File: config.mk
export PLATFORM = sky130hd
export DESIGN_NAME = task_wait_queue_ordering
export DESIGN_NICKNAME = d
export VERILOG_FILES = /design/src/sv/twqo_pkg.sv /design/src/sv/twqo_cell.sv /design/src/sv/task_wait_queue_ordering.sv
export SDC_FILE = /design/constraint.sdc
export NUM_CORES = 1
export LEC_CHECK = 0
export ABC_AREA = 1
export BUFFER_PORTS_ARGS = -buffer_cell sky130_fd_sc_hd__buf_2
export CORE_ASPECT_RATIO = 0.7
export CORE_MARGIN = 2
export CORE_UTILIZATION = 30
export CTS_CLUSTER_SIZE = 24
export DETAILED_ROUTE_END_ITERATION = 8
export HOLD_SLACK_MARGIN = 0.1
export PLACE_DENSITY = 0.42
export SLEW_MARGIN = 20
export SYNTH_ARGS = -nofsm -noshare
export SYNTH_HDL_FRONTEND = slang
export SYNTH_SLANG_ARGS = --single-unit
File: constraint.sdc
create_clock -name clk -period 5.45 [get_ports clk]
set_clock_uncertainty 0.1 [all_clocks]
set_input_delay 0.8175 -clock clk [delete_from_list [all_inputs] [get_ports clk]]
set_output_delay 0.8175 -clock clk [all_outputs]
set_load 0.005 [all_outputs]
File: src/sv/twqo_pkg.sv
// Package for the task wait queue ordering block.
// Holds field widths, command, mode and status codes, the controller state
// type and the control word handed to every queue cell. No dependencies.
package twqo_pkg;

    localparam int TASK_BITS     = 6;
    localparam int CODE_BITS     = 4;
    localparam int STATUS_BITS   = 3;
    localparam int CMD_BITS      = 2;
    localparam int MODE_BITS     = 2;
    localparam int PRIO_IN_BITS  = 16;

    localparam logic [CMD_BITS-1:0] CMD_INSERT = 2'd0;
    localparam logic [CMD_BITS-1:0] CMD_REMOVE = 2'd1;
    localparam logic [CMD_BITS-1:0] CMD_FLUSH  = 2'd2;

    localparam logic [MODE_BITS-1:0] MODE_PRIO = 2'd0;
    localparam logic [MODE_BITS-1:0] MODE_FIFO = 2'd1;
    localparam logic [MODE_BITS-1:0] MODE_LIFO = 2'd2;
    localparam logic [MODE_BITS-1:0] MODE_BAD  = 2'd3;

    localparam logic [STATUS_BITS-1:0] STAT_OK        = 3'd0;
    localparam logic [STATUS_BITS-1:0] STAT_FULL      = 3'd1;
    localparam logic [STATUS_BITS-1:0] STAT_NOT_FOUND = 3'd2;
    localparam logic [STATUS_BITS-1:0] STAT_EMPTY     = 3'd3;
    localparam logic [STATUS_BITS-1:0] STAT_BAD_MODE  = 3'd4;

    typedef enum logic [1:0] {
        S_IDLE,
        S_EXEC,
        S_FLUSH
    } state_t;

    typedef enum logic [1:0] {
        CELL_HOLD,
        CELL_INSERT,
        CELL_REMOVE,
        CELL_SHIFT
    } cell_op_t;

    typedef struct packed {
        cell_op_t op;
        logic     prio_mode;
        logic     lifo_mode;
    } cell_ctrl_t;

endpackage

File: src/sv/twqo_cell.sv
// One slot of the wait queue: a task id and its priority.
// Depends on twqo_pkg for the control word and field widths.
module twqo_cell #(
    parameter int PRIO_BITS = 16
) (
    input  logic                        clk,
    input  twqo_pkg::cell_ctrl_t        ctrl,
    input  logic                        occupied,
    input  logic                        at_tail,
    input  logic                        is_head,
    input  logic [twqo_pkg::TASK_BITS-1:0] new_task,
    input  logic [PRIO_BITS-1:0]        new_prio,
    input  logic [twqo_pkg::TASK_BITS-1:0] left_task,
    input  logic [PRIO_BITS-1:0]        left_prio,
    input  logic [twqo_pkg::TASK_BITS-1:0] right_task,
    input  logic [PRIO_BITS-1:0]        right_prio,
    input  logic                        chain_in,
    output logic                        chain_out,
    output logic [twqo_pkg::TASK_BITS-1:0] task_id,
    output logic [PRIO_BITS-1:0]        prio
);
    import twqo_pkg::*;

    logic [TASK_BITS-1:0] task_reg, task_next;
    logic [PRIO_BITS-1:0] prio_reg, prio_next;
    logic                 ins_match;
    logic                 rem_match;
    logic                 match;

    // The chain carries "the edit point lies at or before this slot" towards the tail.
    always_comb
    begin
        ins_match = ctrl.prio_mode ? ((occupied && (new_prio <= prio_reg)) || at_tail)
                                   : (ctrl.lifo_mode ? is_head : at_tail);
        rem_match = occupied && (task_reg == new_task);
        match     = 1'b0;
        task_next = task_reg;
        prio_next = prio_reg;
        unique case (ctrl.op)
            CELL_HOLD:
            begin
                match = 1'b0;
            end
            CELL_INSERT:
            begin
                match = ins_match;
                if (chain_in)
                begin
                    task_next = left_task;
                    prio_next = left_prio;
                end
                else if (ins_match)
                begin
                    task_next = new_task;
                    prio_next = new_prio;
                end
            end
            CELL_REMOVE:
            begin
                match = rem_match;
                if (chain_in || rem_match)
                begin
                    task_next = right_task;
                    prio_next = right_prio;
                end
            end
            CELL_SHIFT:
            begin
                match     = 1'b0;
                task_next = right_task;
                prio_next = right_prio;
            end
            default:
            begin
                match = 1'b0;
            end
        endcase
        chain_out = chain_in | match;
    end

    always_ff @(posedge clk)
    begin
        task_reg <= task_next;
        prio_reg <= prio_next;
    end

    assign task_id = task_reg;
    assign prio    = prio_reg;

endmodule

File: src/sv/task_wait_queue_ordering.sv
// Wait queue of blocked task ids kept in order in a row of shifting cells.
// Insert and remove: the input transaction is latched in S_IDLE and the result register
// loads in S_EXEC once the output slot is free; no new command is taken until then.
// Flush of N entries: one released entry per cycle out of the head while the output slot is free.
// A result left waiting in the output register holds the next edit back for as long.
// Reset clears the state machine, the fill count, the mode and the output valid;
// the cell contents stay undefined and are never read beyond the fill count.
module task_wait_queue_ordering #(
    parameter int DEPTH     = 16,
    parameter int PRIO_BITS = 16
) (
    input  logic                              clk,
    input  logic                              rst_n,
    input  logic                              cfg_wr_en,
    input  logic [twqo_pkg::MODE_BITS-1:0]    cfg_wr_data,
    input  logic                              in_valid,
    output logic                              in_ready,
    input  logic [twqo_pkg::CMD_BITS-1:0]     cmd,
    input  logic [twqo_pkg::TASK_BITS-1:0]    task_id,
    input  logic [twqo_pkg::PRIO_IN_BITS-1:0] priority_req,
    input  logic [twqo_pkg::CODE_BITS-1:0]    err_code,
    output logic                              out_valid,
    input  logic                              out_ready,
    output logic [twqo_pkg::TASK_BITS-1:0]    out_task,
    output logic [twqo_pkg::CODE_BITS-1:0]    out_code,
    output logic [twqo_pkg::STATUS_BITS-1:0]  status,
    output logic                              last
);
    import twqo_pkg::*;

    localparam int FILL_BITS = $clog2(DEPTH + 1);

    // Controller registers.
    state_t               state_reg, state_next;
    logic [FILL_BITS-1:0] fill_reg, fill_next;
    logic [MODE_BITS-1:0] mode_reg;

    // The accepted transaction is held here while the cells work on it.
    logic [CMD_BITS-1:0]  cmd_reg;
    logic [TASK_BITS-1:0] task_reg;
    logic [PRIO_BITS-1:0] prio_reg;
    logic [CODE_BITS-1:0] code_reg;

    // Output register, which lets a new transaction in while a result waits.
    logic                   out_valid_reg;
    logic [TASK_BITS-1:0]   out_task_reg;
    logic [CODE_BITS-1:0]   out_code_reg;
    logic [STATUS_BITS-1:0] out_status_reg;
    logic                   out_last_reg;

    logic                   load_out;
    logic [TASK_BITS-1:0]   res_task;
    logic [CODE_BITS-1:0]   res_code;
    logic [STATUS_BITS-1:0] res_status;
    logic                   res_last;
    logic                   out_free;
    logic                   in_fire;

    cell_ctrl_t             cell_ctrl;
    logic [TASK_BITS-1:0]   cell_task [DEPTH];
    logic [PRIO_BITS-1:0]   cell_prio [DEPTH];
    logic [DEPTH:0]         chain;

    assign in_ready = (state_reg == S_IDLE);
    assign in_fire  = in_valid && in_ready;
    assign out_free = !out_valid_reg || out_ready;

    // The edit chain starts clear at the head; whatever leaves the tail cell
    // tells whether a remove found its task.
    assign chain[0] = 1'b0;

    for (genvar i = 0; i < DEPTH; i++)
    begin : g_cell
        logic [TASK_BITS-1:0] left_task;
        logic [PRIO_BITS-1:0] left_prio;
        logic [TASK_BITS-1:0] right_task;
        logic [PRIO_BITS-1:0] right_prio;

        if (i == 0)
        begin : g_head
            assign left_task = task_reg;
            assign left_prio = prio_reg;
        end
        else
        begin : g_body
            assign left_task = cell_task[i-1];
            assign left_prio = cell_prio[i-1];
        end

        if (i == DEPTH - 1)
        begin : g_tail
            assign right_task = cell_task[i];
            assign right_prio = cell_prio[i];
        end
        else
        begin : g_inner
            assign right_task = cell_task[i+1];
            assign right_prio = cell_prio[i+1];
        end

        twqo_cell #(
            .PRIO_BITS (PRIO_BITS)
        ) u_cell (
            .clk        (clk),
            .ctrl       (cell_ctrl),
            .occupied   (FILL_BITS'(i) < fill_reg),
            .at_tail    (FILL_BITS'(i) == fill_reg),
            .is_head    (i == 0),
            .new_task   (task_reg),
            .new_prio   (prio_reg),
            .left_task  (left_task),
            .left_prio  (left_prio),
            .right_task (right_task),
            .right_prio (right_prio),
            .chain_in   (chain[i]),
            .chain_out  (chain[i+1]),
            .task_id    (cell_task[i]),
            .prio       (cell_prio[i])
        );
    end

    always_ff @(posedge clk or negedge rst_n)
    begin
        if (!rst_n)
        begin
            state_reg     <= S_IDLE;
            fill_reg      <= '0;
            mode_reg      <= MODE_PRIO;
            out_valid_reg <= 1'b0;
        end
        else
        begin
            state_reg <= state_next;
            fill_reg  <= fill_next;
            if (cfg_wr_en)
            begin
                mode_reg <= cfg_wr_data;
            end
            if (load_out)
            begin
                out_valid_reg <= 1'b1;
            end
            else if (out_ready)
            begin
                out_valid_reg <= 1'b0;
            end
        end
    end

    always_ff @(posedge clk)
    begin
        if (in_fire)
        begin
            cmd_reg  <= cmd;
            task_reg <= task_id;
            prio_reg <= priority_req[PRIO_BITS-1:0];
            code_reg <= err_code;
        end
        if (load_out)
        begin
            out_task_reg   <= res_task;
            out_code_reg   <= res_code;
            out_status_reg <= res_status;
            out_last_reg   <= res_last;
        end
    end

    // Command sequencing. Every edit of the cells happens in the same cycle
    // as its result enters the output register, so an edit waits for a free
    // output slot.
    always_comb
    begin
        state_next          = state_reg;
        fill_next           = fill_reg;
        cell_ctrl.op        = CELL_HOLD;
        cell_ctrl.prio_mode = (mode_reg == MODE_PRIO);
        cell_ctrl.lifo_mode = (mode_reg == MODE_LIFO);
        load_out            = 1'b0;
        res_task            = task_reg;
        res_code            = '0;
        res_status          = STAT_OK;
        res_last            = 1'b1;

        unique case (state_reg)
            S_IDLE:
            begin
                if (in_fire)
                begin
                    state_next = S_EXEC;
                end
            end
            S_EXEC:
            begin
                unique case (cmd_reg)
                    CMD_INSERT:
                    begin
                        if (out_free)
                        begin
                            load_out   = 1'b1;
                            state_next = S_IDLE;
                            if (mode_reg == MODE_BAD)
                            begin
                                res_status = STAT_BAD_MODE;
                            end
                            else if (fill_reg == FILL_BITS'(DEPTH))
                            begin
                                res_status = STAT_FULL;
                            end
                            else
                            begin
                                cell_ctrl.op = CELL_INSERT;
                                fill_next    = fill_reg + 1'b1;
                            end
                        end
                    end
                    CMD_REMOVE:
                    begin
                        if (out_free)
                        begin
                            load_out     = 1'b1;
                            state_next   = S_IDLE;
                            cell_ctrl.op = CELL_REMOVE;
                            if (chain[DEPTH])
                            begin
                                fill_next = fill_reg - 1'b1;
                                res_code  = code_reg;
                            end
                            else
                            begin
                                res_status = STAT_NOT_FOUND;
                            end
                        end
                    end
                    CMD_FLUSH:
                    begin
                        if (fill_reg == '0)
                        begin
                            if (out_free)
                            begin
                                load_out   = 1'b1;
                                state_next = S_IDLE;
                                res_task   = '0;
                                res_status = STAT_EMPTY;
                            end
                        end
                        else
                        begin
                            state_next = S_FLUSH;
                        end
                    end
                    default:
                    begin
                        // The unused command is dropped without a result.
                        state_next = S_IDLE;
                    end
                endcase
            end
            S_FLUSH:
            begin
                // The head cell is released and the whole row moves one
                // slot towards the head.
                if (out_free)
                begin
                    load_out     = 1'b1;
                    cell_ctrl.op = CELL_SHIFT;
                    res_task     = cell_task[0];
                    res_code     = code_reg;
                    res_last     = (fill_reg == FILL_BITS'(1));
                    fill_next    = fill_reg - 1'b1;
                    if (fill_reg == FILL_BITS'(1))
                    begin
                        state_next = S_IDLE;
                    end
                end
            end
            default:
            begin
                state_next = S_IDLE;
            end
        endcase
    end

    assign out_valid = out_valid_reg;
    assign out_task  = out_task_reg;
    assign out_code  = out_code_reg;
    assign status    = out_status_reg;
    assign last      = out_last_reg;

endmodule

======== Yosys cells after proc, flatten, opt, wreduce, memory -nomap -nowiden ========
Index checks and enable logic that the tools add are counted.
operators by class
  add/sub/neg operators ................... 2
  magnitude comparators ................... 32
  equal/unequal tests ..................... 81
  mux-type cells .......................... 216
  bitwise logic cells ..................... 15
  reductions and logical operators ........ 95
operator list
  operator                                                   number
  two-way mux 16 bit                                         46
  case mux 16 bit (3 select lines)                           15
  two-way mux 6 bit                                          50
  case mux 6 bit (3 select lines)                            15
  less-or-equal comparator 16 bit                            16
  equality test 6 bit                                        16
  case mux 1 bit (3 select lines)                            16
  AND reduction 3 bit                                        16
  inequality test 3 x 1 -> 1 bit, second input constant      15
  equality test 4 x 5 -> 1 bit, first input constant         8
  less-than comparator 4 x 5 -> 1 bit, first input constant  8
  two-way mux 1 bit                                          40
  inequality test 2 x 1 -> 1 bit, second input constant      17
  logical AND 1 bit                                          33
  logical OR 1 bit                                           31
  two-way mux 5 bit                                          6
  two-way mux 2 bit                                          11
  equality test 3 x 5 -> 1 bit, first input constant         4
  less-than comparator 3 x 5 -> 1 bit, first input constant  4
  case mux 5 bit (2 select lines)                            2
  two-way mux 4 bit                                          4
  bitwise OR 1 bit                                           15
  equality test 2 bit, second input constant                 6
  inequality test 3 bit, second input constant               4
  26 further kinds                                           43
word-level totals
  flip-flop bits (word level) ............. 404
  bits of input ports ..................... 35
  word-level logic and storage cells ...... 485

======== Longest topological paths before layout ========
  word-level depth ........................ 28
  gate-level depth with buffers ........... 27

======== Modules after synthesis ========
A second synthesis with hierarchy kept.
unflattened totals
  cells, all modules ...................... 3870
  area total of the unflattened synthesis .. 30402.9 um^2
modules (own cells, without submodules)
  module                             instances  cells an instance  area each (um^2)  seq. area each (um^2)
  twqo_cell at g_cell[0].u_cell ...  15         224                1731.7            660.6
  task_wait_queue_ordering           1          286                2690.1            1511.4
  twqo_cell at g_cell[9].u_cell      1          224                1737.9            660.6

======== Worst setup path before layout ========
OpenSTA, ideal clock, no wires.
  kind .................................... input-to-reg
  start point ............................. in out_ready
  end point ............................... reg g_cell[15].u_cell.prio_reg[0], enable pin
  library setup time ...................... 0.432 ns
  arrival ................................. 4.476 ns
  data required time ...................... 4.918 ns
  slack ................................... 0.443 ns
  stages on the path ...................... 17
  buffers on the path ..................... 3
  path through ............................ inv_1 > nand2_2 > nand2_1 > nand2_1 > nand2_2 > nor2_1 > clkbuf_1 > nand2_1 > nand2_1 > o21ai_0 > nand4_4 > nor2_4 > nand4_4 > nor2_2 > buf_4 > buf_6 > o21ai_0
between the ends
  longest elaborated chain between the ends .. 23
  elaborated cells on any way between the ends .. 42
RTL lines
  what                                                           line                                                              RTL
  start, declared                                                task_wait_queue_ordering.sv:23                                    input logic out_ready,
  logical OR 1 bit (*)                                           task_wait_queue_ordering.sv:66                                    assign out_free = !out_valid_reg || out_ready;
  two-way mux 1 bit / two-way mux 2 bit (equally long branches)  task_wait_queue_ordering.sv:197, task_wait_queue_ordering.sv:218
  case mux 2 bit (2 select lines)                                task_wait_queue_ordering.sv:194                                   unique case (cmd_reg)
  case mux 2 bit (2 select lines) (*)                            task_wait_queue_ordering.sv:184                                   unique case (state_reg)
  equality test 2 bit / zero test 2 bit (equally long branches)  twqo_cell.sv:39                                                   unique case (ctrl.op)
  OR reduction 2 bit (no source line)                            n/a
  case mux 1 bit (3 select lines)                                twqo_cell.sv:39
  bitwise OR 1 bit (14 in a row)                                 twqo_cell.sv:78                                                   chain_out = chain_in | match;
  nonzero test 2 bit (no source line)                            n/a
  AND reduction 2 bit (no source line) (*)                       n/a
  end signal, assigned                                           twqo_cell.sv:84                                                   prio_reg <= prio_next;
  end, declared                                                  twqo_cell.sv:25                                                   logic [PRIO_BITS-1:0] prio_reg, prio_next;
Every way passes the cells marked *; elsewhere a longest branch is shown, timed or not.
A chain may end at the register's enable or synchronous reset.

======== Final worst setup path ========
  start point ............................. reg prio_reg[12], in the netlist g_cell[0].left_prio[12]
  end point ............................... reg g_cell[8].u_cell.prio_reg[15], enable pin
between the ends
  longest elaborated chain between the ends .. 15
  elaborated cells on any way between the ends .. 55
RTL lines
  what                                             line                             RTL
  start, declared                                  task_wait_queue_ordering.sv:41   logic [PRIO_BITS-1:0] prio_reg;
  start signal, assigned                           task_wait_queue_ordering.sv:156  prio_reg <= priority_req[PRIO_BITS-1:0];
  less-or-equal comparator 16 bit                  twqo_cell.sv:33                  ins_match = ctrl.prio_mode ? ((occupied && (new_prio <= prio_reg)) || at_tail)
  logical AND 1 bit                                twqo_cell.sv:33
  logical OR 1 bit                                 twqo_cell.sv:33
  two-way mux 1 bit                                twqo_cell.sv:33
  case mux 1 bit (3 select lines)                  twqo_cell.sv:39
  bitwise OR 1 bit (7 in a row)                    twqo_cell.sv:78
  logical OR 1 bit                                 twqo_cell.sv:61                  if (chain_in || rem_match)
  inequality test 2 x 1 -> 1 bit (no source line)  n/a
  AND reduction 3 bit (no source line) (*)         n/a
  end signal, assigned                             twqo_cell.sv:84
  end, declared                                    twqo_cell.sv:25
Marked as above.

==> flow_summary.toml <==
[global_route]
grt_pass1_vias = 23400
grt_start_max_net_pins = 156
grt_antenna_before_repair = 1
use_met2_pct = 28.9
grtUsageMet1_pct = 32.9
grt_overflow = 0
gr-usage-met3_pct = 2.89
busiest_layer = "met1"
grt_pass1_wl_um = 148000
grt_usage_pct = 20.6

[pwr]
power_switching_mw = 9.99
intPower_mw = 11.2
clkPwrFrac_pct = 15.5
irDropWorstVdd_uv = 388
power_frac_comb_pct = 53.8
pwr-share-seq_pct = 30.7
cellPowerDensity_nw_per_um2 = 689
p_leak_nw = 12.3
sw_frac_of_total_pct = 47.2

[routing]
drtIter0Drc = 1986
wire_per_inst_um = 22.5
drtPass1Iterations = 6
wl_um = 97500
num_vias = 23500
route.detailed.drc = 0
antenna_left = 0
post_drt_via_cell_ratio = 5.41

[final_layout]
largest_reg_flops = 256
antennaDiodeCount = 0
utilization_pct = 34.0
layout-drive-gt1-share_pct = 7.94
syn2layout_area_growth_pct = 12.4
nets = 3373

[clocking]
clock-sinks = 404
cts_buffers = 48
clockBufferDepth = 3
clk_latency_ns = 0.61
cts_root_buf = "clkbuf_16"
clkTransAtPathRegs_ns = 0.06
htreeDepth = 2
tritoncts = "done"

[min_path]
hold_class = "in -> reg"

[place]
gp_congestion = 0.856
hpwlAfterDp_um = 70400
pre_cts_ws_ns = 0.687
io_buffers = 50

[die]
io-pin-count = 51
placement_rows = 92
start_util_pct = 30.3
die-area_um2 = 93500
die_x_um = 365
die_y_um = 256
coreArea_um2 = 90100

[setup_path]
startpoint_type = "register"
worstPathArrival_ns = 4.94
crit_path_max_incr_delay_ns = 0.85
end_kind = "register"
path_cells = "buf_4, ha_1, nand2_1, nor3_1, buf_4, nand2_1, nand2_1, nand2_1, nand2_1, nand2_1, nand2_2, nand3_4, nor2_4, nand4_4, nor2_4, nand2_1, nor2_1, nand2_1, o311ai_0, clkinv_1"
path_max_fanout = 22
r2r_slack_ns = 0.45
critPathRequiredTime_ns = 5.39
crit_top_cell = "nand2_1"
critPathKind = "reg -> reg"
crit_slowest_cell = "clkinv_1"

[yosys]
synth_ff_type = "edfxtp_1"
synthArstFlopShare_pct = 2.48
ys_seq_elements = 404
syn_inst = 3075
yosysSeqAreaShare_pct = 44.3
synth_nets = 3374
syn_area_um2 = 27300
yosys_warnings = 0
synth_enable_flop_cells = 394
syn_area_per_cell_um2 = 8.88
ys_types = 53

[sta]
setup_ws_ns = 0.452
setup_viol = 0
fmax_mhz = 200
slew_violations = 0
finalCriticalPeriod_ns = 5.00
final-hold-violation-count = 0
rsz0062_at_grt = "no"
fin_setup_tns_ns = 0
slew_headroom_pct = 27.7
fin_crit_sh_pct = 91.7
tightest_slew_ns = 1.08

[run_status]
status = "finished, final reports clean"

[flow_run]
maxCapViolCount = 0
-- cells in the mapped netlist, types with 4 or more instances --
library cell  count  area, µm²
ha_1            264       3300
nand2_1         474       1780
o211ai_1         54        405
o221ai_1        179       1570
nor2_1          128        480
nand3_1         273       1370
nor3_1           36        180
a211oi_1         14        105
o21ai_1          17       85.1
o21a_1           12       90.1
o32ai_1           5       43.8
inv_1           416       1560
clkbuf_1        149        559
nor4_1           14       87.6
nand4_1          44        275
clkinv_1          8       30.0
xnor2_1          23        201
o2111ai_1         4       35.0
xor2_1           16        140
a21oi_1         184        921
buf_2            10       50.1
inv_2             6       22.5
edfxtp_1        394      11800
o21ai_0         241       1210
buf_1            21       78.8
o22ai_1          27        169
or2_2             7       43.8
dfrtp_1          10        250
-- final cells by class --
| class | instances | area, µm² |
|---|---|---|
| Clock buffer | 61 | 1290 |
| Inverter | 430 | 1620 |
| Timing Repair inverter | 1 | 5.00 |
| Timing Repair Buffer | 132 | 918 |
| Clock inverter | 27 | 230 |
| Sequential cell | 404 | 12100 |
| Fill cell | 9331 | 59500 |
| Tap cell | 1222 | 1530 |
| Multi-Input combinational cell | 2057 | 13000 |
-- power groups by stage --
stage               Sequential (mW)  Clock (mW)  Combinational (mW)
floorplan                      6.34           0                7.64
global placement               6.54           0                11.0
detailed placement             6.55           0                11.3
CTS                            6.50        3.36                11.3
global route                   6.62        3.48                12.8
finish                         6.50        3.28                11.4
-- path summary, 6_finish.rpt --
kind | endpoint | start | cells past startpoint
min in group asynchronous | out_valid | rst_n | 2
setup reg to reg | g_cell[8].u_cell.prio[15] | g_cell[0].left_prio[12] | 20
setup / recovery | g_cell[8].u_cell.prio[15] | g_cell[0].left_prio[12] | 20
max in group asynchronous | state_reg[0] | rst_n | 2
hold reg to reg | state_reg[1] | state_reg[1] | 1
hold / removal | g_cell[0].left_prio[5] | priority_req[5] | 1
-- critical path: cells and delay by family, from the launching register on --
kind                       cells  cell delay, ns
DFF                            1            0.41
and+or+nand+nor               15            2.14
adders and majority gates      1            0.32
AOI/OAI and AO/OA              1            0.09
buffers and inverters          3            1.33
-- per-stage QoR --
| step | instance area [µm²] | std cells | power, mW | hold WS, ns |
|---|---|---|---|---|
| 3_3_place_gp | 29100 | 4242 | 17.5 | 0.419 |
| 2_1_floorplan | 27300 | 3075 | 14.0 | 0.391 |
| 6_report | 30700 | 4334 | 21.1 | 0.288 |
| 3_5_place_dp | 29100 | 4242 | 17.8 | 0.423 |
| 5_1_grt | 30700 | 4334 | 22.9 | 0.263 |
| 4_1_cts | 30700 | 4331 | 21.1 | 0.257 |
-- layout by cell type (no fill, tap or decap), types with 12 or more instances in the layout --
cell / instances
buf_4: 77
ha_1: 264
o211ai_1: 54
xnor2_1: 23
o21a_1: 12
buf_2: 50
nor4_1: 14
nand2_1: 474
a21oi_1: 182
nor2_1: 126
nand4_1: 44
clkinv_1: 20
inv_1: 411
edfxtp_1: 394
nand3_1: 272
nor3_1: 33
o22ai_1: 27
xor2_1: 16
clkbuf_16: 49
o21ai_0: 240
o221ai_1: 179
o21ai_1: 17
-- logic make-up (layout without fill, tap and decap cells) --
| kind of cell | after synthesis | in the layout | synth area share (%) |
|---|---|---|---|
| compound gates | 760 | 760 | 17.7 |
| fa+ha+maj | 264 | 264 | 12.1 |
| flops | 404 | 404 | 44.3 |
| mux | 1 | 1 | 0.0367 |
| simple gates | 993 | 993 | 16.1 |
| xor+xnor | 39 | 39 | 1.25 |
| buf+inv | 614 | 651 | 8.57 |
-- routing by layer --
| metal | wire (µm) | vias up |
|---|---|---|
| met5 | 0 | - |
| met3 | 5660 | 105 |
| li1 | - | 11100 |
| met2 | 38700 | 654 |
| met4 | 1590 | 0 |
| met1 | 51600 | 11600 |
-- repair_timing --
action                                 4_1_cts  5_1_grt
buffers inserted                             0        2
endpoints found under the hold margin       10        0
hold buffers                                 1        0
setup endpoints to repair                    0       22
gates resized for setup                      0        2
Power figures use the tool's default switching activity.
